`config.mk`:
```
export PLATFORM = sky130hd
export DESIGN_NAME = fec_judge
export DESIGN_NICKNAME = d
export VERILOG_FILES = /design/src/assert_macros.svh /design/src/fec_pkg.sv /design/src/fec_judge.sv
export SDC_FILE = /design/constraint.sdc
export NUM_CORES = 1
export LEC_CHECK = 0
export ABC_AREA = 1
export BUFFER_PORTS_ARGS = -buffer_cell sky130_fd_sc_hd__buf_2
export CORE_UTILIZATION = 25
export DETAILED_ROUTE_END_ITERATION = 6
export MAX_ROUTING_LAYER = met4
export PLACE_DENSITY = 0.51
export SYNTH_ARGS = -nofsm -noshare
export SYNTH_HDL_FRONTEND = slang
export SYNTH_SLANG_ARGS = --single-unit
```
`constraint.sdc`:
```
create_clock -name vclk -period 4.77
set_input_delay 0.2385 -clock vclk [all_inputs]
set_output_delay 0.2385 -clock vclk [all_outputs]
set_load 0.02 [all_outputs]
```
`src/assert_macros.svh`:
```
// assertion macros shared by the frame envelope checker rtl
`ifndef ASSERT_MACROS_SVH
`define ASSERT_MACROS_SVH

// same-cycle implication, disabled during reset
`define FEC_ASSERT_IMP(name, clk_s, rst_s, ante, cons) \
  name: assert property (@(posedge clk_s) disable iff (rst_s) (ante) |-> (cons)) \
    else $error("fec assertion failed");

// next-cycle implication, disabled during reset
`define FEC_ASSERT_NXT(name, clk_s, rst_s, ante, cons) \
  name: assert property (@(posedge clk_s) disable iff (rst_s) (ante) |=> (cons)) \
    else $error("fec assertion failed");

`endif

```
`src/fec_pkg.sv`:
```
// types, constants and helper functions of the frame envelope checker
package fec_pkg;

  localparam int POSITION_BITS = 23;
  localparam int FIELD_BITS    = 23;
  localparam int WORD_BITS     = 32;
  localparam int WIDE_BITS     = 34;

  localparam int HEADER_BYTES  = 64;
  localparam int ALIGN_BYTES   = 8;
  localparam logic [FIELD_BITS-1:0] ABS_MAX_FRAME = FIELD_BITS'(4194304);

  localparam logic [7:0] VERSION_BYTE = 8'd1;
  localparam logic [7:0] HDR_SIZE_BYTE = 8'(HEADER_BYTES);

  localparam logic [5:0] POS_VERSION  = 6'd8;
  localparam logic [5:0] POS_HDR_SIZE = 6'd12;
  localparam logic [5:0] POS_PROF_OFF = 6'd24;

  // header word lanes that are captured rather than compared
  localparam logic [3:0] LANE_TOTAL    = 4'd4;
  localparam logic [3:0] LANE_PROF_LEN = 4'd7;
  localparam logic [3:0] LANE_REQ_OFF  = 4'd8;
  localparam logic [3:0] LANE_REQ_LEN  = 4'd9;

  localparam logic [7:0] MAGIC [8] = '{8'h42, 8'h47, 8'h43, 8'h43,
                                       8'h41, 8'h42, 8'h49, 8'h31};

  localparam int RQ_DEPTH     = 4;
  localparam int RQ_PTR_BITS  = $clog2(RQ_DEPTH);
  localparam int CREDIT_BITS  = $clog2(RQ_DEPTH + 1);

  localparam int  CFG_ADDR_BITS = 3;
  localparam logic CFG_IDX_MAX_FRAME = 1'b0;

  typedef struct packed {
    logic                     hdr_good;
    logic                     pad_good;
    logic [POSITION_BITS-1:0] position;
    logic [WORD_BITS-1:0]     total;
    logic [WORD_BITS-1:0]     prof_len;
    logic [WORD_BITS-1:0]     req_off;
    logic [WORD_BITS-1:0]     req_len;
  } fec_snap_t;

  typedef struct packed {
    logic                  frame_ok;
    logic [FIELD_BITS-1:0] profile_base;
    logic [FIELD_BITS-1:0] profile_length;
    logic [FIELD_BITS-1:0] request_base;
    logic [FIELD_BITS-1:0] request_length;
  } fec_result_t;

  function automatic logic [7:0] fec_want_byte(input logic [5:0] hpos);
    logic [7:0] want;
    want = 8'd0;
    if (hpos < 6'd8) begin
      want = MAGIC[hpos[2:0]];
    end else if (hpos == POS_VERSION) begin
      want = VERSION_BYTE;
    end else if (hpos == POS_HDR_SIZE || hpos == POS_PROF_OFF) begin
      want = HDR_SIZE_BYTE;
    end
    return want;
  endfunction

  function automatic logic [WIDE_BITS-1:0] fec_round8(input logic [WIDE_BITS-1:0] v);
    logic [WIDE_BITS-1:0] sum;
    sum = v + WIDE_BITS'(ALIGN_BYTES - 1);
    return sum & ~WIDE_BITS'(ALIGN_BYTES - 1);
  endfunction

endpackage

```
`src/fec_judge.sv`:
```
// end-of-frame verdict from the captured header fields
module fec_judge
  import fec_pkg::*;
(
  input  fec_snap_t             snap,
  input  logic [FIELD_BITS-1:0] max_frame_bytes,
  output fec_result_t           result
);

  localparam logic [POSITION_BITS-1:0] POS_MAX = '1;

  logic [FIELD_BITS-1:0] limit;
  logic [WIDE_BITS-1:0]  len, prof_end, req_end, req_off_w;
  logic                  ok;

  always_comb begin
    limit     = (max_frame_bytes > ABS_MAX_FRAME) ? ABS_MAX_FRAME : max_frame_bytes;
    len       = WIDE_BITS'(snap.position) + WIDE_BITS'(1);
    prof_end  = WIDE_BITS'(HEADER_BYTES) + WIDE_BITS'(snap.prof_len);
    req_off_w = WIDE_BITS'(snap.req_off);
    req_end   = req_off_w + WIDE_BITS'(snap.req_len);
    ok = snap.hdr_good && snap.pad_good && (snap.position != POS_MAX)
      && len >= WIDE_BITS'(HEADER_BYTES) && len <= WIDE_BITS'(limit)
      && WIDE_BITS'(snap.total) == len
      && snap.prof_len != '0 && snap.req_len != '0
      && snap.req_off[2:0] == 3'd0
      && prof_end <= len && req_end <= len
      && req_off_w == fec_round8(prof_end)
      && fec_round8(req_end) == len;
    result.frame_ok       = ok;
    result.profile_base   = ok ? FIELD_BITS'(HEADER_BYTES) : '0;
    result.profile_length = ok ? snap.prof_len[FIELD_BITS-1:0] : '0;
    result.request_base   = ok ? snap.req_off[FIELD_BITS-1:0] : '0;
    result.request_length = ok ? snap.req_len[FIELD_BITS-1:0] : '0;
  end

endmodule

```
Word level (Yosys, flattened, before mapping)
Cells that the tools add are included.
{ "totals": {"reg_bits": 0, "input_bits": 176, "output_inout_bits": 93} }
{ "classes": {"add_sub_neg": 5, "order_cmp": 5, "eq_ne": 4, "muxes": 5, "n_reduce_logical": 15} }
{ "ops": {"columns": ["op", "n"], "rows": [
  ["two-way mux 23 bit", 4],
  ["adder 33 x 3 -> 34 bit (second input constant)", 2],
  ["less-or-equal comparator 33 x 24 -> 1 bit", 2],
  ["nonzero test 32 bit", 2],
  ["== test 32 x 34 -> 1 bit", 1],
  ["== test 34 x 24 -> 1 bit", 1],
  ["adder 32 x 32 -> 33 bit", 1],
  ["adder 7 x 32 -> 33 bit (first input constant)", 1],
  ["== test 32 x 24 -> 1 bit", 1],
  ["adder 23 x 1 -> 24 bit (second input constant)", 1],
  ["greater-or-equal comparator 24 x 7 -> 1 bit (second input constant)", 1],
  ["less-or-equal comparator 24 x 23 -> 1 bit", 1],
  ["> comparator 23 bit (second input constant)", 1],
  ["!= test 23 bit (second input constant)", 1],
  ["logical AND 1 bit", 12],
  ["two-way mux 7 bit", 1],
  ["zero test 3 bit", 1]
]} }

Longest topological paths before layout
{ "depth": {"word_depth": 13, "depth_mapped": 36} }

Worst setup path after synthesis
Ideal clock, no wire load.
{ "synth_timing": {"kind": "input-to-output", "startpoint": "input port snap[0] in the netlist's numbering", "endpoint": "output port result[55] in the netlist's numbering", "t_arrival_ns": 3.551, "t_required_ns": 4.532, "path_slack_ns": 0.981, "path_stages": 34, "path_buffers": 2, "path_cell_list": "ha_1 inv_1 fa_1 inv_1 nand3_1 nand2_2 nand2_1 nand2_2 nand3_1 nand2_1 nand2_1 nand2_2 ha_1 nand2_1 nor2_1 nand2_1 nor2_1 a21oi_1 nand3_1 nand2_1 nand2_1 nand2_1 nand2_1 nand2_1 nand2_1 nor2_1 nand2_1 nor2_1 nand3_1 nor3_2 nand2_1 buf_6 buf_6 nor2_2"} }
{ "synth_rtl": {"columns": ["element", "line_no", "source"], "rows": [
  ["from (decl)", "fec_judge.sv:5", "input fec_snap_t snap,"],
  ["to (decl)", "fec_judge.sv:7", "output fec_result_t result"]
]} }

==> flow_summary_export.csv <==
group,metric,value,unit
run_status,outcome,"finished, violations left",
run_status,violations,"DRC",
sta,setup_viol,0,
sta,setup_slack,0.215,ns
drt,antenna_left,0,
sta,relSlewSlack,0.493,
floorplanning,rows,74,
synth,syn-instance-count,2129,
sta,hold_slack,0.824,ns
critical_path,crit_slowest_cell,"ha_1",
drt,drc,22,
global_route,grt_max_degree,41,
synth,synthesis.area,0.0105,sq mm
drt,post_drt_wl_per_cell,17.2,microns
sta,fin_crit_sh,0.955,
finish,num-nets-final,2707,
drt,drtIter0Drc,1003,
synth,synthDominantAreaCellType,"nand2_1",
clock_network,cts_hold_buf,0,
finish,design_area,0.0129,sq mm
sta,worst_pin_slew,0.758,ns
floorplanning,die_x,207,microns
critical_path,critical_path_class,"in -> out",
floorplanning,initial_core_util,0.255,
finish,seq_cell_count,0,
critical_path,crit_top_cell,"nand2_1",
flow_run,maxCapViolations,0,
global_route,antenna_found_initial,2,
critical_path,required,4.53,ns
worst_hold_path,hp-class,"in -> out",
finish,synthToLayoutAreaGrowth,23.8,%
floorplanning,core_area,0.0410,sq mm
place,io_buffers,244,
synth,synth.distinct_cells,42,
drt,route.vias.total,13961,
place,dp_cells,2940,
finish,drive_above_1_share,0.195,
drt,drt-vias-per-instance,4.73,
critical_path,critPathCaptureType,"output port",
synth,ys_seq_area_frac,0,
critical_path,cp_slowest_stage_delay,0.40,ns
floorplanning,dieArea,0.0427,sq mm
place,place_area,0.0125,sq mm
critical_path,worstPathMaxFanout,10,
finish,fin_cells,2953,
global_route,grt_pass1_wl,73.5,mm
drt,wl,50.7,mm
global_route,grt_use_total,0.234,
synth,yosys_warnings,0,
finish,regArea,0,sq um
floorplanning,io_pins,269,
synth,synth_top_area_share,0.290,
floorplanning,die_y,207,microns
critical_path,worstSetupStartpointType,"input pin",
sta,post-route-min-period,4.55,ns
place,gp_congestion,0.973,
critical_path,arrival,4.32,ns
place,post-place-ws,-0.191,ns
finish,n_fill_cell,4835,
synth,avgSynthCellArea,4.91,sq um
synth,synth_area_leaders,"nand2_1 (29%), ha_1 (13%), inv_1 (12%)",
drt,drtPass1Iterations,7,
finish,final.clkbuf_count,0,
sta,clock.fmax,220,MHz
global_route,grt_pass1_vias,12680,
global_route,globalRoute.totalOverflow,0,
sta,hold_viol_final,0,
place,dp_hpwl,45.5,mm
synth,yosysMostFrequentCell,"nand2_1",
synth,yosys-top-cells-count,"nand2_1 (809), inv_1 (336), nor2_1 (282)",
sta,slew_violations,0,
## cell type report
type / count / area, sq um / area share
repair buffers: 305 / 1790 / 0.138
well taps: 532 / 666 / 0.0514
inverters: 349 / 1310 / 0.101
multi-input cells: 1766 / 9180 / 0.709
diodes: 1 / 2.50 / 0.000193
## cell families after synthesis
| logic type | Yosys count | synth area share |
|---|---|---|
| buffers and inverters | 387 | 0.153 |
| XOR/XNOR | 31 | 0.0260 |
| AO/OA/AOI/OAI | 103 | 0.0567 |
| AND/OR/NAND/NOR | 1498 | 0.633 |
| other | 1 | 0.000359 |
| adder cells (fa/ha/maj) | 109 | 0.131 |
## metrics by stage
stage                      util  TNS [ns]
after global placement    0.306     -8.95
after CTS                 0.306         0
final                     0.316         0
after detailed placement  0.306     -9.67
after floorplan               -         0
after global routing      0.316    -0.243
## layout by cell type (no fill, tap or decap), drive strengths merged, types with 2 or more instances in the layout
master,instances
a211oi,3
a21boi,4
a21o,2
a21oi,54
and2,3
buf,302
clkbuf,3
conb,25
ha,108
inv,348
nand2,837
nand3,203
nand3b,20
nand4,55
nor2,344
nor3,28
nor4,2
o21a,6
o21ai,19
o21bai,14
or2,2
or4,3
xnor2,7
xor2,24
## worst paths after layout
| kind | from | slack [ns] | depth (start not counted) | endpoint |
|---|---|---|---|---|
| setup / recovery | snap[50] | 0.22 | 25 | result[35] |
| hold / removal | snap[2] | 0.82 | 4 | result[2] |
## metal layers
layer,part of all wire,vias up,track usage
met5,0,-,-
met4,0.020,0,0.0428
met3,0.051,34,0.00691
met2,0.47,448,0.396
met1,0.46,6295,0.312
li1,-,7184,-
## worst max-delay path, delay by kind of cell
family	cells	cell delay [ns]
buf+inv	4	0.73
simple gates	19	2.51
fa+ha+maj	2	0.79
## what timing repair did
| item | CTS | global route |
|---|---|---|
| cloned | 0 | 4 |
| pin swaps | 1 | 9 |
| setup buffers | 0 | 8 |
| gates resized for setup | 4 | 66 |
| endpoints found under the setup margin | 68 | 68 |
