$ cat src/assert_macros.svh
// assertion macros shared by the frame envelope checker rtl
`ifndef ASSERT_MACROS_SVH
`define ASSERT_MACROS_SVH

// same-cycle implication, disabled during reset
`define FEC_ASSERT_IMP(name, clk_s, rst_s, ante, cons) \
  name: assert property (@(posedge clk_s) disable iff (rst_s) (ante) |-> (cons)) \
    else $error("fec assertion failed");

// next-cycle implication, disabled during reset
`define FEC_ASSERT_NXT(name, clk_s, rst_s, ante, cons) \
  name: assert property (@(posedge clk_s) disable iff (rst_s) (ante) |=> (cons)) \
    else $error("fec assertion failed");

`endif

$ cat src/fec_pkg.sv
// types, constants and helper functions of the frame envelope checker
package fec_pkg;

  localparam int POSITION_BITS = 23;
  localparam int FIELD_BITS    = 23;
  localparam int WORD_BITS     = 32;
  localparam int WIDE_BITS     = 34;

  localparam int HEADER_BYTES  = 64;
  localparam int ALIGN_BYTES   = 8;
  localparam logic [FIELD_BITS-1:0] ABS_MAX_FRAME = FIELD_BITS'(4194304);

  localparam logic [7:0] VERSION_BYTE = 8'd1;
  localparam logic [7:0] HDR_SIZE_BYTE = 8'(HEADER_BYTES);

  localparam logic [5:0] POS_VERSION  = 6'd8;
  localparam logic [5:0] POS_HDR_SIZE = 6'd12;
  localparam logic [5:0] POS_PROF_OFF = 6'd24;

  // header word lanes that are captured rather than compared
  localparam logic [3:0] LANE_TOTAL    = 4'd4;
  localparam logic [3:0] LANE_PROF_LEN = 4'd7;
  localparam logic [3:0] LANE_REQ_OFF  = 4'd8;
  localparam logic [3:0] LANE_REQ_LEN  = 4'd9;

  localparam logic [7:0] MAGIC [8] = '{8'h42, 8'h47, 8'h43, 8'h43,
                                       8'h41, 8'h42, 8'h49, 8'h31};

  localparam int RQ_DEPTH     = 4;
  localparam int RQ_PTR_BITS  = $clog2(RQ_DEPTH);
  localparam int CREDIT_BITS  = $clog2(RQ_DEPTH + 1);

  localparam int  CFG_ADDR_BITS = 3;
  localparam logic CFG_IDX_MAX_FRAME = 1'b0;

  typedef struct packed {
    logic                     hdr_good;
    logic                     pad_good;
    logic [POSITION_BITS-1:0] position;
    logic [WORD_BITS-1:0]     total;
    logic [WORD_BITS-1:0]     prof_len;
    logic [WORD_BITS-1:0]     req_off;
    logic [WORD_BITS-1:0]     req_len;
  } fec_snap_t;

  typedef struct packed {
    logic                  frame_ok;
    logic [FIELD_BITS-1:0] profile_base;
    logic [FIELD_BITS-1:0] profile_length;
    logic [FIELD_BITS-1:0] request_base;
    logic [FIELD_BITS-1:0] request_length;
  } fec_result_t;

  function automatic logic [7:0] fec_want_byte(input logic [5:0] hpos);
    logic [7:0] want;
    want = 8'd0;
    if (hpos < 6'd8) begin
      want = MAGIC[hpos[2:0]];
    end else if (hpos == POS_VERSION) begin
      want = VERSION_BYTE;
    end else if (hpos == POS_HDR_SIZE || hpos == POS_PROF_OFF) begin
      want = HDR_SIZE_BYTE;
    end
    return want;
  endfunction

  function automatic logic [WIDE_BITS-1:0] fec_round8(input logic [WIDE_BITS-1:0] v);
    logic [WIDE_BITS-1:0] sum;
    sum = v + WIDE_BITS'(ALIGN_BYTES - 1);
    return sum & ~WIDE_BITS'(ALIGN_BYTES - 1);
  endfunction

endpackage

$ cat src/fec_scan.sv
// per-byte header check, field capture and padding check
module fec_scan
  import fec_pkg::*;
(
  input  logic      clk,
  input  logic      rst,
  input  logic      take,
  input  logic [7:0] data_byte,
  input  logic      last_byte,
  output logic      snap_valid,
  output fec_snap_t snap
);
  `include "assert_macros.svh"

  localparam logic [POSITION_BITS-1:0] POS_MAX = '1;

  logic                     s1_valid;
  logic [7:0]               s1_data;
  logic                     s1_last;

  logic [POSITION_BITS-1:0] position, position_next;
  logic                     hdr_good, hdr_good_next;
  logic                     pad_good, pad_good_next;
  logic [WORD_BITS-1:0]     total, total_next;
  logic [WORD_BITS-1:0]     prof_len, prof_len_next;
  logic [WORD_BITS-1:0]     req_off, req_off_next;
  logic [WORD_BITS-1:0]     req_len, req_len_next;

  logic                     in_header;
  logic [5:0]               hpos;
  logic [WORD_BITS-1:0]     lane_val;
  logic [WORD_BITS:0]       pos_w, prof_end, req_end;
  logic                     is_pad;

  assign in_header = position < POSITION_BITS'(HEADER_BYTES);
  assign hpos      = position[5:0];
  assign lane_val  = WORD_BITS'(s1_data) << {hpos[1:0], 3'b000};
  assign pos_w     = (WORD_BITS+1)'(position);
  assign prof_end  = (WORD_BITS+1)'(HEADER_BYTES) + {1'b0, prof_len};
  assign req_end   = {1'b0, req_off} + {1'b0, req_len};
  assign is_pad    = (pos_w >= prof_end && pos_w < {1'b0, req_off}) || pos_w >= req_end;

  always_comb begin
    position_next = position;
    hdr_good_next = hdr_good;
    pad_good_next = pad_good;
    total_next    = total;
    prof_len_next = prof_len;
    req_off_next  = req_off;
    req_len_next  = req_len;
    if (s1_valid) begin
      if (in_header) begin
        case (hpos[5:2])
          LANE_TOTAL:    total_next    = total | lane_val;
          LANE_PROF_LEN: prof_len_next = prof_len | lane_val;
          LANE_REQ_OFF:  req_off_next  = req_off | lane_val;
          LANE_REQ_LEN:  req_len_next  = req_len | lane_val;
          default: begin
            if (s1_data != fec_want_byte(hpos)) begin
              hdr_good_next = 1'b0;
            end
          end
        endcase
      end else if (is_pad && s1_data != 8'd0) begin
        pad_good_next = 1'b0;
      end
      if (position != POS_MAX) begin
        position_next = position + 1'b1;
      end
    end
  end

  always_ff @(posedge clk) begin
    if (rst) begin
      s1_valid   <= 1'b0;
      snap_valid <= 1'b0;
      position   <= '0;
      hdr_good   <= 1'b1;
      pad_good   <= 1'b1;
      total      <= '0;
      prof_len   <= '0;
      req_off    <= '0;
      req_len    <= '0;
    end else begin
      s1_valid   <= take;
      snap_valid <= s1_valid && s1_last;
      if (s1_valid && s1_last) begin
        position <= '0;
        hdr_good <= 1'b1;
        pad_good <= 1'b1;
        total    <= '0;
        prof_len <= '0;
        req_off  <= '0;
        req_len  <= '0;
      end else begin
        position <= position_next;
        hdr_good <= hdr_good_next;
        pad_good <= pad_good_next;
        total    <= total_next;
        prof_len <= prof_len_next;
        req_off  <= req_off_next;
        req_len  <= req_len_next;
      end
    end
  end

  always_ff @(posedge clk) begin
    if (take) begin
      s1_data <= data_byte;
      s1_last <= last_byte;
    end
    if (s1_valid && s1_last) begin
      snap.hdr_good <= hdr_good_next;
      snap.pad_good <= pad_good_next;
      snap.position <= position;
      snap.total    <= total_next;
      snap.prof_len <= prof_len_next;
      snap.req_off  <= req_off_next;
      snap.req_len  <= req_len_next;
    end
  end

  `FEC_ASSERT_NXT(a_frame_restart, clk, rst, s1_valid && s1_last,
                  position == '0 && hdr_good && pad_good && snap_valid)
  `FEC_ASSERT_IMP(a_snap_only_on_last, clk, rst, snap_valid,
                  $past(s1_valid) && $past(s1_last))

endmodule

$ cat config.mk
export PLATFORM = sky130hd
export DESIGN_NAME = fec_scan
export DESIGN_NICKNAME = d
export VERILOG_FILES = /design/src/fec_pkg.sv /design/src/fec_scan.sv
export VERILOG_INCLUDE_DIRS = /design/src /design/src/src
export SDC_FILE = /design/constraint.sdc
export NUM_CORES = 1
export LEC_CHECK = 0
export ABC_AREA = 0
export ABC_CLOCK_PERIOD_IN_PS = 5800
export BUFFER_PORTS_ARGS = -buffer_cell sky130_fd_sc_hd__buf_4
export CAP_MARGIN = 20
export CORE_ASPECT_RATIO = 0.75
export CORE_MARGIN = 2
export CORE_UTILIZATION = 55
export DETAILED_ROUTE_END_ITERATION = 8
export PLACE_DENSITY = 0.88
export SLEW_MARGIN = 20
export SYNTH_ARGS = -nofsm -noshare
export SYNTH_HDL_FRONTEND = slang
export SYNTH_SLANG_ARGS = --single-unit
$ cat constraint.sdc
create_clock -name clk -period 5.8 [get_ports clk]
set_input_delay 0.58 -clock clk [delete_from_list [all_inputs] [get_ports clk]]
set_output_delay 0.58 -clock clk [all_outputs]
set_load 0.02 [all_outputs]
---- Word-level counts from Yosys, hierarchy flattened ----
Memories as Yosys holds them, arrays and structs flattened.
Cells that the tools add are included.
word-level totals
  register bits ........................... 317
  bits of input ports ..................... 12
  memory bits (read-only) ................. 64
  output and inout bits ................... 154
  memories ................................ 1
operators by class
  bitwise operators ....................... 5
  $add $sub $neg .......................... 3
  multiplexer cells ....................... 27
  shift-type cells ........................ 1
  magnitude comparators ................... 6
  equality and inequality tests ........... 9
  reductions and logical operators ........ 9
memories
  name             words  width  rd ports  clocked after Yosys merged registers in  write ports  RTL line       text
  (no name shown)  8      8      1         0                                        0            fec_pkg.sv:58  want = MAGIC[hpos[2:0]];
operators by type and width
  kind                                                  count
  2-to-1 mux 32 bit                                     12
  bitwise OR 32 bit                                     4
  >= comparator 23 x 33 -> 1 bit                        2
  2-to-1 mux 8 bit                                      6
  adder 32 x 32 -> 33 bit                               1
  adder 7 x 32 -> 33 bit (first input constant)         1
  < comparator 23 x 32 -> 1 bit                         1
  << shifter 8 x 5 -> 32 bit                            1
  adder 23 x 1 -> 23 bit (second input constant)        1
  < comparator 23 x 7 -> 1 bit (second input constant)  1
  inequality test 23 bit (second input constant)        1
  2-to-1 mux 7 bit                                      2
  equality test 6 x 4 -> 1 bit (second input constant)  2
  equality test 4 x 3 -> 1 bit (second input constant)  2
  equality test 4 bit (second input constant)           2
  inequality test 8 bit                                 1
  nonzero test 8 bit                                    1
  2-to-1 mux 1 bit                                      7
  equality test 6 x 5 -> 1 bit (second input constant)  1
  < comparator 6 x 4 -> 1 bit (second input constant)   1
  >= comparator 4 bit (second input constant)           1
  inverter 3 -> 4 bit                                   1
  OR reduction 4 bit                                    1
  logical AND 1 bit                                     3
  3 further kinds                                       4

---- Logic depth before layout (Yosys ltp) ----
  word-level depth ........................ 13
  depth in mapped cells ................... 20

---- Least setup slack after synthesis ----
OpenSTA, ideal clock, no wires.
  kind .................................... flip-flop to flip-flop
  start ................................... register s1_valid
  end ..................................... register position[0]
  cell stages (with the launch flop) ...... 7
  slack ................................... 0.475 ns
  data arrival time ....................... 5.198 ns
  data required time ...................... 5.672 ns
  buffers on the path ..................... 3
  cells stage by stage .................... dfxtp_1 -> clkbuf_1 -> and2_1 -> or2_2 -> clkbuf_1 -> clkbuf_1 -> nor2_1
on the way
  longest elaborated chain between the ends .. 2
RTL lines
  element                              RTL line        text
  from (decl)                          fec_scan.sv:17  logic s1_valid;
  from (signal assigned)               fec_scan.sv:85  s1_valid <= take;
  logical AND 1 bit                    fec_scan.sv:87  if (s1_valid && s1_last) begin
  OR reduction 2 bit (no source line)  n/a
  to (signal assigned)                 fec_scan.sv:96  position <= position_next;
  to (decl)                            fec_scan.sv:21  logic [POSITION_BITS-1:0] position, position_next;
Parallel ways exist; a longest one is shown, timed or not.
A chain may end at the register's enable or synchronous reset.

---- Worst setup path in the final report ----
  start ................................... register req_off[0]
  end ..................................... register snap[151] in the netlist's numbering (data pin)
on the way
  longest elaborated chain between the ends .. 7
RTL lines
  element                                                                          RTL line                        text
  from (decl)                                                                      fec_scan.sv:26                  logic [WORD_BITS-1:0] req_off, req_off_next;
  from (signal assigned)                                                           fec_scan.sv:101                 req_off <= req_off_next;
  adder 32 x 32 -> 33 bit / < comparator 23 x 32 -> 1 bit (equally long branches)  fec_scan.sv:40, fec_scan.sv:41
  >= comparator 23 x 33 -> 1 bit / logical AND 1 bit (equally long branches)       fec_scan.sv:41                  assign is_pad = (pos_w >= prof_end && pos_w < {1'b0, req_off}) || pos_w >= req_end;
  logical OR 1 bit (*)                                                             fec_scan.sv:41
  logical AND 1 bit (*)                                                            fec_scan.sv:64                  end else if (is_pad && s1_data != 8'd0) begin
  2-to-1 mux 1 bit (*)                                                             fec_scan.sv:64
  2-to-1 mux 1 bit (*)                                                             fec_scan.sv:52                  if (in_header) begin
  2-to-1 mux 1 bit (*)                                                             fec_scan.sv:51                  if (s1_valid) begin
  named net pad_good_next                                                          fec_scan.sv:23                  logic pad_good, pad_good_next;
  to (decl)                                                                        fec_scan.sv:11                  output fec_snap_t snap
Mark *: on every way through the listed nets, which the timed path passes. The rest lies on a longest branch.

==> impl_metrics.env <==
export IMPL_fmax_ghz=0.213
export IMPL_required_ns=6.12
export IMPL_layout_cells_most_common="buf_4"
export IMPL_area_delta_synth_final_pct=17.3
export IMPL_synth_top_area_cell="edfxtp_1"
export IMPL_first_global_vias=10800
export IMPL_syn_inst=1388
export IMPL_slowest_delay_ns=0.43
export IMPL_firstDrtPassIters=5
export IMPL_final_hold_viol_count=0
export IMPL_r2r_setup_slack_ns=1.11
export IMPL_crit_fanout=4
export IMPL_route_detailed_drc=0
export IMPL_ir_drop_v=0.000229
export IMPL_core_area_um2=26800
export IMPL_clock_sinks=317
export IMPL_ys_types=64
export IMPL_drive_gt1_frac=0.152
export IMPL_final_nets=1669
export IMPL_start_util=0.555
export IMPL_grt_overflow=0
export IMPL_synth_seq_cells=317
export IMPL_crit_path_end_kind="flip-flop"
export IMPL_tightestPinTransition_ns=1.10
export IMPL_place_area_um2=16500
export IMPL_setup_ws_ns=1.11
export IMPL_setup_viol=0
export IMPL_ios=166
export IMPL_grt_use_total=0.282
export IMPL_yosysSeqAreaShare=0.536
export IMPL_min_path_type="input pin to flip-flop"
export IMPL_synth_nets=1509
export IMPL_synth_edff_count=162
export IMPL_cts_resized_gates=0
export IMPL_layout_common_cells="174 x buf_4, 162 x edfxtp_1, 155 x dfxtp_1"
export IMPL_crit_chain="ha_1 -> fa_1 -> a211oi_1 -> nor2_1 -> a211oi_1 -> buf_4 -> a211o_1 -> nand2_1 -> a21o_1 -> a21oi_1 -> xnor2_1 -> ha_1 -> a21o_1 -> a21oi_1 -> o21ai_0 -> a41oi_1 -> nor3_1 -> nand3b_1 -> a2111oi_2 -> nand4_1 -> o31a_1"
export IMPL_synthTopCellsByArea="edfxtp_1 33%, dfxtp_1 21%, ha_1 9.1%"
export IMPL_ys_flop_type="edfxtp_1"
export IMPL_fillers=2080
export IMPL_drt_iter0_markers=1197
export IMPL_vias_per_cell=5.92
export IMPL_cts_made_buffers=29
export IMPL_finish_utilization=0.651
export IMPL_synth_area_per_cell_um2=10.7
export IMPL_dpl_hpwl_mm=29.3
export IMPL_power_density_nw_per_um2=260
export IMPL_postCtsSetupRepairBufs=0
export IMPL_io_buffers=165
export IMPL_ys_warn_count=0
export IMPL_cts_tree="built"
export IMPL_synth_top_area_frac=0.327
export IMPL_worstSetupPathType="flip-flop to flip-flop"
export IMPL_hold_worst_slack_ns=0.190
export IMPL_cts_root_buf="clkbuf_16"
export IMPL_rsz0062_at_grt="no"
export IMPL_drtAntennaViolNets=0
export IMPL_place_congestion=0.961
export IMPL_grt_start_max_net_pins=81
export IMPL_grt_pass1_wl_mm=62.1
export IMPL_syn_area_um2=14900
export IMPL_fin_area_um2=17400
export IMPL_clk_latency_ns=0.57
export IMPL_die_w_um=194
export IMPL_antenna_found_initial=1
export IMPL_status="complete, no violations"
export IMPL_report_final_slew_viol_count=0
export IMPL_skew_ns=0.0178
export IMPL_slew_limit_headroom=0.262
export IMPL_async_flop_share=0
export IMPL_cap_violations=0
export IMPL_cp_start_kind="flip-flop"
export IMPL_min_period_ns=4.69
export IMPL_dieHeight_um=146
export IMPL_cts_hold_fix_buffers=0
export IMPL_setup_tns_ns=0
export IMPL_clockBufferDepth=3
export IMPL_wl_per_cell_um=21.2
export IMPL_crit_path_top_delay_cell="fa_1"
export IMPL_arrival_ns=5.01
export IMPL_vias=11400
export IMPL_drt_total_wl_mm=40.8
export IMPL_p_leak_nw=7.88
export IMPL_fp_row_count=52
export IMPL_cts_reportedPaths_clkPinSlew_ns=0.07
export IMPL_htreeDepth=1
export IMPL_pre_cts_slack_ns=1.19
export IMPL_min_period_over_period=0.809
export IMPL_die_area_um2=28400
## metal layers
layer	track usage	vias up	wire [um]
met5	0	-	13
met4	0.0852	2	1210
met3	0.0723	81	4430
met2	0.412	569	17100
met1	0.415	5441	18100
li1	-	5295	-
## power by group
| group | switching (mW) | total (mW) | internal (mW) |
|---|---|---|---|
| registers | 0.0205 | 2.40 | 2.38 |
| clock network | 0.846 | 1.96 | 1.11 |
| logic | 0.119 | 0.174 | 0.0546 |
## kinds of logic after synthesis
kind of cell,Yosys count,synth area share
simple gates,513,0.175
buf+inv,95,0.0245
fa+ha+maj,109,0.0922
xor+xnor,60,0.0353
compound gates,287,0.132
mux,7,0.00488
flops,317,0.536
## stage by stage
step / std cells / power (mW)
after detailed placement: 1868 / 2.62
after floorplan: 1388 / 2.55
after global placement: 1868 / 2.62
after global routing: 1922 / 4.66
after CTS: 1922 / 4.56
final: 1923 / 4.53
## flip-flops by register name, summed over array words and instances (netlist names)
register	count
snap	153
prof_len	32
req_len	32
req_off	32
total	32
position	23
s1_data	8
hdr_good	1
pad_good	1
s1_last	1
s1_valid	1
snap_valid	1
## cell usage after synthesis (4+ instances only)
| master | count |
|---|---|
| o21ai_0 | 39 |
| nand3_1 | 42 |
| nor4_1 | 12 |
| xnor2_1 | 28 |
| or4_1 | 4 |
| clkbuf_1 | 39 |
| inv_1 | 50 |
| nor2_1 | 96 |
| a31oi_1 | 6 |
| buf_2 | 6 |
| and2_1 | 138 |
| and3_1 | 7 |
| and4_1 | 4 |
| nor2b_1 | 12 |
| nand2b_1 | 8 |
| a21o_1 | 115 |
| a21oi_1 | 66 |
| xor2_1 | 32 |
| or3_1 | 7 |
| ha_1 | 108 |
| dfxtp_1 | 155 |
| o211ai_1 | 4 |
| o21a_1 | 7 |
| edfxtp_1 | 162 |
| a211oi_1 | 10 |
| nand2_1 | 130 |
| mux2i_1 | 5 |
| nand4_1 | 27 |
| nor3_1 | 15 |
## critical path, delay by kind of cell, from the launching register on
kind                     cells  cell delay (ns)
adder cells (fa/ha/maj)      3             0.98
XOR/XNOR                     1             0.11
flip-flops                   1             0.33
AO/OA/AOI/OAI               11             2.18
AND/OR/NAND/NOR              5             0.68
buffers and inverters        1             0.17
## worst paths after layout
path	from	end	cells after the start
hold / removal	last_byte	s1_last$_DFFE_PP_	1
setup / recovery	req_off[0]$_SDFF_PP0_	snap[151]$_DFFE_PP_	21
hold reg to reg	total[11]$_SDFF_PP0_	snap[107]$_DFFE_PP_	1
setup reg to reg	req_off[0]$_SDFF_PP0_	snap[151]$_DFFE_PP_	21
## area by class of cell
type	instances	area, um^2	share of cell area
Sequential cell	317	7970	0.457
Multi-Input combinational cell	976	6560	0.376
Timing Repair Buffer	174	1310	0.0749
Clock buffer	33	751	0.0430
Tap cell	351	439	0.0252
Clock inverter	21	229	0.0131
Inverter	50	188	0.0108
Antenna cell	1	2.50	0.000143
No activity file was read; power rests on OpenSTA's default activity.
