===== src/assert_macros.svh =====
// assertion macros shared by the frame envelope checker rtl
`ifndef ASSERT_MACROS_SVH
`define ASSERT_MACROS_SVH

// same-cycle implication, disabled during reset
`define FEC_ASSERT_IMP(name, clk_s, rst_s, ante, cons) \
  name: assert property (@(posedge clk_s) disable iff (rst_s) (ante) |-> (cons)) \
    else $error("fec assertion failed");

// next-cycle implication, disabled during reset
`define FEC_ASSERT_NXT(name, clk_s, rst_s, ante, cons) \
  name: assert property (@(posedge clk_s) disable iff (rst_s) (ante) |=> (cons)) \
    else $error("fec assertion failed");

`endif


===== src/fec_pkg.sv =====
// types, constants and helper functions of the frame envelope checker
package fec_pkg;

  localparam int POSITION_BITS = 23;
  localparam int FIELD_BITS    = 23;
  localparam int WORD_BITS     = 32;
  localparam int WIDE_BITS     = 34;

  localparam int HEADER_BYTES  = 64;
  localparam int ALIGN_BYTES   = 8;
  localparam logic [FIELD_BITS-1:0] ABS_MAX_FRAME = FIELD_BITS'(4194304);

  localparam logic [7:0] VERSION_BYTE = 8'd1;
  localparam logic [7:0] HDR_SIZE_BYTE = 8'(HEADER_BYTES);

  localparam logic [5:0] POS_VERSION  = 6'd8;
  localparam logic [5:0] POS_HDR_SIZE = 6'd12;
  localparam logic [5:0] POS_PROF_OFF = 6'd24;

  // header word lanes that are captured rather than compared
  localparam logic [3:0] LANE_TOTAL    = 4'd4;
  localparam logic [3:0] LANE_PROF_LEN = 4'd7;
  localparam logic [3:0] LANE_REQ_OFF  = 4'd8;
  localparam logic [3:0] LANE_REQ_LEN  = 4'd9;

  localparam logic [7:0] MAGIC [8] = '{8'h42, 8'h47, 8'h43, 8'h43,
                                       8'h41, 8'h42, 8'h49, 8'h31};

  localparam int RQ_DEPTH     = 4;
  localparam int RQ_PTR_BITS  = $clog2(RQ_DEPTH);
  localparam int CREDIT_BITS  = $clog2(RQ_DEPTH + 1);

  localparam int  CFG_ADDR_BITS = 3;
  localparam logic CFG_IDX_MAX_FRAME = 1'b0;

  typedef struct packed {
    logic                     hdr_good;
    logic                     pad_good;
    logic [POSITION_BITS-1:0] position;
    logic [WORD_BITS-1:0]     total;
    logic [WORD_BITS-1:0]     prof_len;
    logic [WORD_BITS-1:0]     req_off;
    logic [WORD_BITS-1:0]     req_len;
  } fec_snap_t;

  typedef struct packed {
    logic                  frame_ok;
    logic [FIELD_BITS-1:0] profile_base;
    logic [FIELD_BITS-1:0] profile_length;
    logic [FIELD_BITS-1:0] request_base;
    logic [FIELD_BITS-1:0] request_length;
  } fec_result_t;

  function automatic logic [7:0] fec_want_byte(input logic [5:0] hpos);
    logic [7:0] want;
    want = 8'd0;
    if (hpos < 6'd8) begin
      want = MAGIC[hpos[2:0]];
    end else if (hpos == POS_VERSION) begin
      want = VERSION_BYTE;
    end else if (hpos == POS_HDR_SIZE || hpos == POS_PROF_OFF) begin
      want = HDR_SIZE_BYTE;
    end
    return want;
  endfunction

  function automatic logic [WIDE_BITS-1:0] fec_round8(input logic [WIDE_BITS-1:0] v);
    logic [WIDE_BITS-1:0] sum;
    sum = v + WIDE_BITS'(ALIGN_BYTES - 1);
    return sum & ~WIDE_BITS'(ALIGN_BYTES - 1);
  endfunction

endpackage


===== src/fec_cfg.sv =====
// apb register holding the maximum frame length
module fec_cfg
  import fec_pkg::*;
(
  input  logic                     clk,
  input  logic                     rst,
  input  logic                     psel,
  input  logic                     penable,
  input  logic                     pwrite,
  input  logic [CFG_ADDR_BITS-1:0] paddr,
  input  logic [WORD_BITS-1:0]     pwdata,
  output logic [WORD_BITS-1:0]     prdata,
  output logic                     pready,
  output logic [FIELD_BITS-1:0]    max_frame_bytes
);

  logic wr_en;

  assign pready = 1'b1;
  assign wr_en  = psel && penable && pwrite && (paddr[2] == CFG_IDX_MAX_FRAME);

  always_ff @(posedge clk) begin
    if (rst) begin
      max_frame_bytes <= ABS_MAX_FRAME;
    end else if (wr_en) begin
      max_frame_bytes <= pwdata[FIELD_BITS-1:0];
    end
  end

  always_comb begin
    prdata = '0;
    if (paddr[2] == CFG_IDX_MAX_FRAME) begin
      prdata = WORD_BITS'(max_frame_bytes);
    end
  end

endmodule


===== config.mk =====
export PLATFORM = sky130hd
export DESIGN_NAME = fec_cfg
export DESIGN_NICKNAME = d
export VERILOG_FILES = /design/src/assert_macros.svh /design/src/fec_pkg.sv /design/src/fec_cfg.sv
export SDC_FILE = /design/constraint.sdc
export NUM_CORES = 1
export LEC_CHECK = 0
export BUFFER_PORTS_ARGS = -buffer_cell sky130_fd_sc_hd__buf_2
export CAP_MARGIN = 15
export CORE_MARGIN = 10
export CORE_UTILIZATION = 36
export DETAILED_ROUTE_END_ITERATION = 8
export PLACE_DENSITY_LB_ADDON = 0.2
export SLEW_MARGIN = 10
export SYNTH_ARGS = -nofsm -noshare
export SYNTH_HDL_FRONTEND = slang
export SYNTH_SLANG_ARGS = --single-unit
export TNS_END_PERCENT = 50

===== constraint.sdc =====
create_clock -name clk -period 0.9 [get_ports clk]
set_input_delay 0.18 -clock clk [delete_from_list [all_inputs] [get_ports clk]]
set_output_delay 0.18 -clock clk [all_outputs]
set_load 0.05 [all_outputs]

# ---- Word level (Yosys, flattened, before mapping)
# Index checks and enable logic that the tools add are counted.
dict set report totals {
  latchBits 0
  out_inout_bits 56
  regBits 23
  ram_bits 0
  word_cells 6
  rom_bits 0
  mem_count 0
  in_bits 40
}
dict set report op_classes {
  div_mod_pow 0
  n_lt_le_gt_ge 0
  n_addsub 0
  muxes 1
  reduce_logical 3
  multipliers 0
  n_bitwise 1
  n_eq_ne 0
  n_shift 0
}
# cell n
set op_table {}
lappend op_table {{two-way mux 23 bit} 1}
lappend op_table {{logical AND 1 bit} 3}
lappend op_table {{NOT 1 bit} 1}

# ---- Logic depth before layout (Yosys ltp)
# Gate-level depths: netlist (run 1).
dict set report depth {
  word_depth 3
  depth_mapped 4
  mapped_depth_nobuf 2
}

# ---- Worst setup path after synthesis (run 1)
# No wires, ideal clock.
dict set report synth_path {
  kind {register to output}
  start {reg max_frame_bytes[10]}
  end {out prdata[10]}
  t_arrival_ns 1.410
  path_stages_with_launch 2
  required_time_ns 0.720
  path_buffers 0
  path_slack_ns -0.690
  cell_sequence {dfxtp_1 nor2b_1}
}
dict set report synth_between {
  elab_chain_len 1
}
# element line
set synth_lines {}
lappend synth_lines {{start, declared} fec_cfg.sv:14} ;# output logic [FIELD_BITS-1:0] max_frame_bytes
lappend synth_lines {{start signal, assigned} fec_cfg.sv:26} ;# max_frame_bytes <= pwdata[FIELD_BITS-1:0];
lappend synth_lines {{two-way mux 23 bit} fec_cfg.sv:32} ;# if (paddr[2] == CFG_IDX_MAX_FRAME) begin
lappend synth_lines {{end, declared} fec_cfg.sv:12} ;# output logic [WORD_BITS-1:0] prdata,
# No other way between the ends.

# ---- Final worst setup path (run 1)
dict set report layout_path {
  start {reg max_frame_bytes[5]}
  end {out prdata[5]}
}
# Same word-level chain as after synthesis.

==> results of run 1 <==
-- worst reg2reg max path, cell delays in order (launching register included) --
cell	delay [ns]
dfxtp_4	0.38
nand2b_1	0.07
mux2i_2	0.15
-- power by group --
| part | switching [mW] | total [mW] | internal [mW] |
|---|---|---|---|
| Clock | 0.298 | 0.464 | 0.165 |
| Combinational | 0.367 | 0.595 | 0.229 |
| Sequential | 0.0205 | 1.01 | 0.992 |
| Total | 0.686 | 2.07 | 1.39 |
-- per-stage QoR --
step | hold slack [ns] | power (mW)
after detailed placement | 0.440 | 1.56
after CTS | 0.0977 | 2.09
final | 0.115 | 2.07
after floorplan | 0.325 | 1.48
after global placement | 0.432 | 1.55
after global routing | 0.0979 | 2.19
-- cell usage in the layout, fill, tap and decap left out --
cell      Yosys  final
dfxtp_4       0     21
mux2i_1      23     21
conb_1        2     10
nand2b_1     44     44
dfxtp_2       0      2
buf_4        10      9
buf_8         0      9
buf_2         0     28
and4b_1       1      1
mux2i_2       0      2
clkbuf_4      0      3
clkinv_2      0      1
nor2b_4       0     20
buf_12        2      2
buf_6         1     35
nor2_1        2      2
and2b_4       0      3
-- what timing repair did --
action | in CTS | in global routing
resized for setup | 84 | 19
setup endpoints to repair | 46 | 48
hold buffers | 0 | 0
setup buffers | 0 | 6
-- metal layers --
layer / wire, um / vias to the layer above / GRT usage (%)
li1: - / 562 / -
met1: 1420 / 513 / 12.1
met2: 2010 / 44 / 19.7
met3: 371 / 4 / 4.95
met4: 42 / 0 / 2.82
met5: 0 / - / 0
-- cell usage after synthesis --
master    number  share of area (%)
nand2b_1      44                 21
dfxtp_1       23                 36
mux2i_1       23                 18
nor2b_1       20                9.7
buf_4         10                5.8
clkbuf_1       7                2.0
and2b_2        3                2.0
buf_12         2                3.1
conb_1         2               0.58
nor2_1         2               0.58
and4b_1        1               0.77
buf_6          1               0.87
-- kinds of logic after synthesis --
kind of cell,Yosys count,synth area share (%)
other,2,0.580
muxes,23,17.8
DFF,23,35.6
and+or+nand+nor,70,34.3
buffers and inverters,20,11.8
-- final timing paths --
path | start | to | slack [ns] | cells after the start
worst max register to register | max_frame_bytes[5] | max_frame_bytes[5] | 0.24 | 2
worst max-delay path | max_frame_bytes[5] | prdata[5] | -0.26 | 2
worst min register to register | max_frame_bytes[18] | max_frame_bytes[18] | 0.50 | 2
worst min-delay path | pwdata[9] | max_frame_bytes[9] | 0.11 | 3
-- cell type report --
type	instances	area [um^2]	area share (%)
multi-input combinational	103	873	38.4
timing repair buffer	83	777	34.1
sequential	23	542	23.8
tap	46	57.6	2.53
clock buffer	3	22.5	0.989
clock inverter	1	5.00	0.220
==> out/qor.yml, run 1 <==
status:
  status: "finished with violations"
  failed_checks: "setup timing"
clocking:
  path_clk_slew_ns: 0.13
  cts-root-buf: "clkbuf_4"
  cts_made_buffers: 3
  insertion_delay_ns: 0.30
  cts_tree: "done"
  cts_max_path_buffers: 2
  clock-sinks: 23
  htree_num_levels: 1
synth:
  synth.distinct_cells: 12
  ys_ff_latch: 23
  syn_area_um2: 1290
  synth_warnings: 0
  synth-seq-area-share_pct: 35.6
  synthCells: 138
  avgSynthCellArea_um2: 9.38
run:
  drv_cap: 0
finish:
  largest-register: "max_frame_bytes"
  syn_to_final_growth_pct: 75.8
  utilization_pct: 66.7
  num_antenna_cells: 0
  drive_gt1_share_pct: 63.4
  stdcell_count: 259
  stdcell_area_um2: 2280
  fill_cells: 272
  final_nets: 254
  largest_reg_flops: 23
  reg_top3: "max_frame_bytes x23"
placed_design:
  place_congestion: 0.720
  place_area_um2: 1880
  dp_hpwl_mm: 2.89
  portBuffers: 74
  place_ws_ns: -0.275
  place_inst: 249
die:
  die_height_um: 80.0
  initial_core_util_pct: 37.9
  die-area_um2: 6400
  num_rows: 21
  core_area_um2: 3420
  pin_count: 96
  die_w_um: 80.0
global_route:
  grt_pass1_vias: 1252
  antenna_found_initial: 0
  overflow: 0
  grt_start_max_net_pins: 47
  grt_usage_pct: 11.3
  grt_pass1_wl_mm: 6.03
worst_setup_path:
  cp_top_family: "flip-flops"
  path_max_fanout: 3
  max_stage_delay_ns: 0.38
  worst-setup-path-type: "reg2out"
  startpoint_type: "register"
  crit_buf_inv: 1
  slowest_stage: "dfxtp_4"
  critical_path_required_ns: 0.72
  crit_chain: "nor2b_4 -> buf_6"
  cp_data_arrival_time_ns: 0.98
  end_kind: "output port"
detailed_routing:
  drt_iter0_markers: 44
  wirelength_mm: 3.85
  drc: 0
  vias: 1123
  first_pass_iters: 4
  via_per_inst: 4.34
  ant_nets: 0
  avgRoutedWirePerCell_um: 14.9
power:
  p_leak_nw: 0.923
  power_density_nw_per_um2: 910
  vdd_drop_max_mv: 0.591
sta:
  slew_headroom_pct: 63.5
  period_share_pct: 129
  finalClockSkew_ns: 0
  drv_slew: 0
  setup_ws_ns: -0.263
  fin_tns_setup_ns: -8.99
  max_freq_mhz: 860
  rsz0062_at_grt: "yes"
  finalHoldViolations: 0
  period_minus_slack_ns: 1.16
  setup_viol: 46
  tightest_slew_ns: 0.547
worst_hold_path:
  hp-class: "in2reg"
Note: power is estimated with default switching activity, not from simulation.
==> run 2, diff against run 1 <==
Settings changed: CORE_UTILIZATION 36 to 40.
Clock period 0.9 ns to 1.1 ns, I/O delays scaled along.
==> out/qor.yml, run 2 (synthesis gave the netlist of run 1 again) <==
global_route:
  grt_busiest_layer: "met2"
  grt_pass1_wl_mm: 5.95  # -1.3%
  gr-usage-met2_pct: 21.6  # +1.8 points
  grt_pass1_vias: 1212  # -3.2%
  grt_usage_pct: 12.0  # +0.70 points
  grt.met3_usage_pct: 5.94  # +0.99 points
  grt_start_max_net_pins: 47  # unchanged
  overflow: 0  # unchanged
  antenna_found_initial: 0  # unchanged
  use_met1_pct: 12.0  # -0.060 points
sta:
  drv_slew: 0  # unchanged
  finalClockSkew_ns: 0  # unchanged
  setup_ws_ns: -0.120  # +0.143 ns
  finalHoldViolations: 0  # unchanged
  period_share_pct: 111
  tightest_slew_ns: 0.544  # -0.00313 ns
  hold_ws_ns: 0.150  # +0.0350 ns
  rsz0062_at_grt: "yes"
  max_freq_mhz: 820
  period_minus_slack_ns: 1.22
  slew_headroom_pct: 63.7  # +0.21 points
  setup_viol: 24  # -48%
power:
  power_density_nw_per_um2: 769  # -15%
  p_leak_nw: 0.959  # +3.9%
  vdd_drop_max_mv: 0.406  # -31%
  finalPower_mw: 1.75  # -16%
finish:
  num_antenna_cells: 0  # unchanged
  layout_common_cells: "44 x nand2b_1, 29 x buf_2, 25 x buf_6, 23 x mux2i_1, 23 x dfxtp_2"
  final_nets: 261  # +2.8%
  final_common_cell: "nand2b_1"
  largest-register: "max_frame_bytes"
  syn_to_final_growth_pct: 75.6
  reg_top3: "max_frame_bytes x23"
  largest_reg_flops: 23  # unchanged
  drive_gt1_share_pct: 63.6  # +0.26 points
  utilization_pct: 73.9  # +7.2 points
die:
  num_rows: 20  # -4.8%
  initial_core_util_pct: 42.1  # +4.2 points
  die_w_um: 76.9  # -3.8%
  die_height_um: 76.9  # -3.8%
  die-area_um2: 5910  # -7.5%
  pin_count: 96  # unchanged
  core_area_um2: 3080  # -9.9%
detailed_routing:
  avgRoutedWirePerCell_um: 14.6  # -1.8%
  vias: 1170  # +4.2%
  via_per_inst: 4.43  # +2.2%
  ant_nets: 0  # unchanged
  wirelength_mm: 3.85  # +0.10%
  drt_iter0_markers: 43  # -2.3%
  drc: 0  # unchanged
  first_pass_iters: 4  # unchanged
worst_setup_path:
  cp_top_family: "flip-flops"
  slowest_stage: "dfxtp_2"
  end_kind: "output port"
  worst-setup-path-type: "reg2out"
  path_max_fanout: 3  # unchanged
  crit_chain: "and2b_2 -> buf_6"
  cp_data_arrival_time_ns: 1.00  # +0.02 ns
  crit_buf_inv: 1  # unchanged
  max_stage_delay_ns: 0.36  # -0.02 ns
  startpoint_type: "register"
  critical_path_required_ns: 0.88  # +0.16 ns
clocking:
  cts_made_buffers: 3  # unchanged
  holdBufCountCts: 0  # unchanged
  cts_max_path_buffers: 2  # unchanged
  clock-sinks: 23  # unchanged
  htree_num_levels: 1  # unchanged
  cts_tree: "done"
  cts-root-buf: "clkbuf_4"
  insertion_delay_ns: 0.30  # about the same
  path_clk_slew_ns: 0.13  # about the same
run:
  drv_cap: 0  # unchanged
placed_design:
  dp_hpwl_mm: 2.76  # -4.4%
  portBuffers: 74  # unchanged
  place_congestion: 0.681  # -5.4%
worst_hold_path:
  hp-class: "in2reg"
status:
  status: "finished with violations"
  failed_checks: "setup timing"
[run 2: metrics by stage]
step,setup TNS (ns),setup slack [ns],area [um^2],cells
6_report,-2.24,-0.120,2270,264
5_1_grt,-3.58,-0.169,2270,264
4_1_cts,-2.34,-0.134,2140,258
3_5_place_dp,-3.00,-0.124,1830,247
2_1_floorplan,-0.261,-0.130,1510,146
3_3_place_gp,-2.15,-0.0712,1830,247
[run 2: final cells by class]
| cell class | count | area [um^2] |
|---|---|---|
| clock buffers | 3 | 22.5 |
| clock inverters | 1 | 5.00 |
| fillers | 221 | 805 |
| multi-input cells | 103 | 862 |
| flip-flops and latches | 23 | 489 |
| well taps | 44 | 55.1 |
| repair buffers | 90 | 840 |
[run 2: where the power goes]
group | switching, mW | internal, mW | leakage [nW] | total, mW
clock | 0.251 | 0.135 | 0.0177 | 0.386
combinational | 0.300 | 0.192 | 0.745 | 0.492
sequential | 0.0163 | 0.854 | 0.196 | 0.871
total | 0.567 | 1.18 | 0.959 | 1.75
[run 2: per-layer routing]
layer,vias to the layer above,share of wire (%)
li1,575,-
met1,543,36
met2,48,53
met3,4,9.6
met4,0,0.99
met5,-,0
[run 2: path summary, 6_finish.rpt]
| check | slack (ns) | cells after the start | from | endpoint |
|---|---|---|---|---|
| min | 0.15 | 3 | pwdata[14] | max_frame_bytes[14] |
| max reg2reg | 0.28 | 4 | max_frame_bytes[17] | max_frame_bytes[17] |
| min reg2reg | 0.50 | 2 | max_frame_bytes[14] | max_frame_bytes[14] |
| max | -0.12 | 2 | max_frame_bytes[22] | prdata[22] |
[run 2: what timing repair did]
action                     4_1_cts  5_1_grt
buffers inserted                 7        6
setup endpoints to repair       46       46
cloned                           0        0
resized for setup               76       24
[run 2: tightest hold or removal path: cells and delay by family]
family	cells	cell delay, ns
multiplexers	1	0.06
buffers and inverters	1	0.09
AND/OR/NAND/NOR	1	0.05
==> run 3, diff against run 2 <==
Settings changed: REMOVE_ABC_BUFFERS set to 1.
==> out/qor.yml, run 3 (synthesis gave the netlist of run 1 again) <==
status:
  status: "finished with violations"
  failed_checks: "setup timing"
die:
  pin_count: 96  # unchanged
  die-area_um2: 5910  # unchanged
  core_area_um2: 3080  # unchanged
  die_height_um: 76.9  # unchanged
  num_rows: 20  # unchanged
  initial_core_util_pct: 42.1  # unchanged
  die_w_um: 76.9  # unchanged
clocking:
  clock-sinks: 23  # unchanged
  insertion_delay_ns: 0.30  # about the same
  cts-root-buf: "clkbuf_4"
  cts_tree: "done"
  cts_made_buffers: 3  # unchanged
  htree_num_levels: 1  # unchanged
  path_clk_slew_ns: 0.12  # about the same
  holdBufCountCts: 0  # unchanged
  cts_max_path_buffers: 2  # unchanged
run:
  drv_cap: 0  # unchanged
power:
  p_leak_nw: 0.917  # -4.4%
  vdd_drop_max_mv: 0.460  # +13%
  power_density_nw_per_um2: 790  # +2.7%
worst_setup_path:
  max_stage_delay_ns: 0.38  # +0.02 ns
  cp_num_cells: 2  # unchanged
  r2r_cells: 4  # unchanged
  worst-setup-path-type: "reg2out"
  end_kind: "output port"
  critical_path_required_ns: 0.88  # about the same
  path_max_fanout: 3  # unchanged
  cp_top_family: "flip-flops"
  crit_chain: "nor2b_4 -> buf_6"
  crit_buf_inv: 1  # unchanged
  startpoint_type: "register"
  slowest_stage: "dfxtp_2"
  cp_data_arrival_time_ns: 0.99  # about the same
placed_design:
  dp_hpwl_mm: 2.66  # -3.6%
  place_inst: 248  # +0.40%
  place_area_um2: 1650  # -9.9%
  portBuffers: 74  # unchanged
  place_congestion: 0.669  # -1.7%
sta:
  period_minus_slack_ns: 1.21  # -0.00581 ns
  rsz0062_at_grt: "yes"
  finalClockSkew_ns: 0  # unchanged
  finalHoldViolations: 0  # unchanged
  drv_slew: 0  # unchanged
  max_freq_mhz: 824  # +0.48%
  setup_ws_ns: -0.114  # +0.00581 ns
  tightest_slew_ns: 0.547  # +0.00245 ns
  setup_viol: 25  # +4.2%
  slew_headroom_pct: 63.6  # -0.16 points
  period_share_pct: 110  # -0.53 points
finish:
  syn_to_final_growth_pct: 70.3
  drive_gt1_share_pct: 62.3  # -1.3 points
  fill_cells: 221  # unchanged
  final_common_cell: "nand2b_1"
  largest-register: "max_frame_bytes"
  layout_common_cells: "44 x nand2b_1, 42 x buf_6, 28 x buf_2, 23 x mux2i_1, 23 x dfxtp_2"
  stdcell_area_um2: 2210  # -3.0%
  stdcell_count: 259  # -1.9%
  reg_top3: "max_frame_bytes x23"
  num_antenna_cells: 0  # unchanged
  final_nets: 256  # -1.9%
  largest_reg_flops: 23  # unchanged
global_route:
  antenna_found_initial: 0  # unchanged
  grt_pass1_vias: 1266  # +4.5%
  grt_pass1_wl_mm: 6.15  # +3.4%
  overflow: 0  # unchanged
  grt_usage_pct: 12.3  # +0.34 points
  grt_start_max_net_pins: 47  # unchanged
worst_hold_path:
  hold_depth: 3  # unchanged
  hp-class: "in2reg"
detailed_routing:
  drt_iter0_markers: 31  # -28%
  via_per_inst: 4.37  # -1.3%
  ant_nets: 0  # unchanged
  drc: 0  # unchanged
  wirelength_mm: 3.92  # +1.7%
  first_pass_iters: 4  # unchanged
  avgRoutedWirePerCell_um: 15.1  # +3.6%
  vias: 1133  # -3.2%
[run 3: metal layers]
metal  global-route usage (%)  vias up  share of wire, %
li1                         -      564                 -
met1                     12.2      512                37
met2                     21.5       55                50
met3                     6.99        2                12
met4                     3.35        0              0.38
met5                        0        -                 0
[run 3: where the power goes]
| part | internal, mW | switching [mW] | leakage (nW) |
|---|---|---|---|
| Sequential | 0.854 | 0.0179 | 0.196 |
| Clock | 0.141 | 0.245 | 0.0150 |
| Combinational | 0.186 | 0.298 | 0.705 |
| Total | 1.18 | 0.561 | 0.917 |
[run 3: cell type report]
class                      instances  area [um^2]  area share [%]
clock buffer                       4         26.3            1.19
multi-input combinational        103          862            39.1
sequential                        23          489            22.2
tap                               44         55.1            2.50
timing repair buffer              85          773            35.1
[run 3: final timing paths]
path	endpoint	startpoint	slack [ns]
worst max-delay path	prdata[16]	max_frame_bytes[16]	-0.11
worst min register to register	max_frame_bytes[20]	max_frame_bytes[20]	0.50
worst max register to register	max_frame_bytes[10]	max_frame_bytes[10]	0.27
worst min-delay path	max_frame_bytes[19]	pwdata[19]	0.15
[run 3: through the flow]
step                      hold WS, ns  util [%]  TNS, ns  total power, mW  setup WS [ns]
after floorplan                 0.375         -   -20.14             1.15         -0.530
after global placement          0.464      53.7    -2.32             1.27         -0.102
after detailed placement        0.473      53.7    -3.09             1.28         -0.130
after CTS                       0.127      67.8    -2.63             1.75         -0.123
after global routing            0.144      71.7    -3.72             1.83         -0.166
final                           0.150      71.7    -2.33             1.74         -0.114
[run 3: tightest hold or removal path: stages]
cell and delay (ns):
buf_2 0.09, nand2b_1 0.05, mux2i_1 0.06
[run 3: timing repair]
action,4_1_cts,5_1_grt
gates resized for setup,131,27
setup endpoints to repair,46,46
setup buffers,4,3
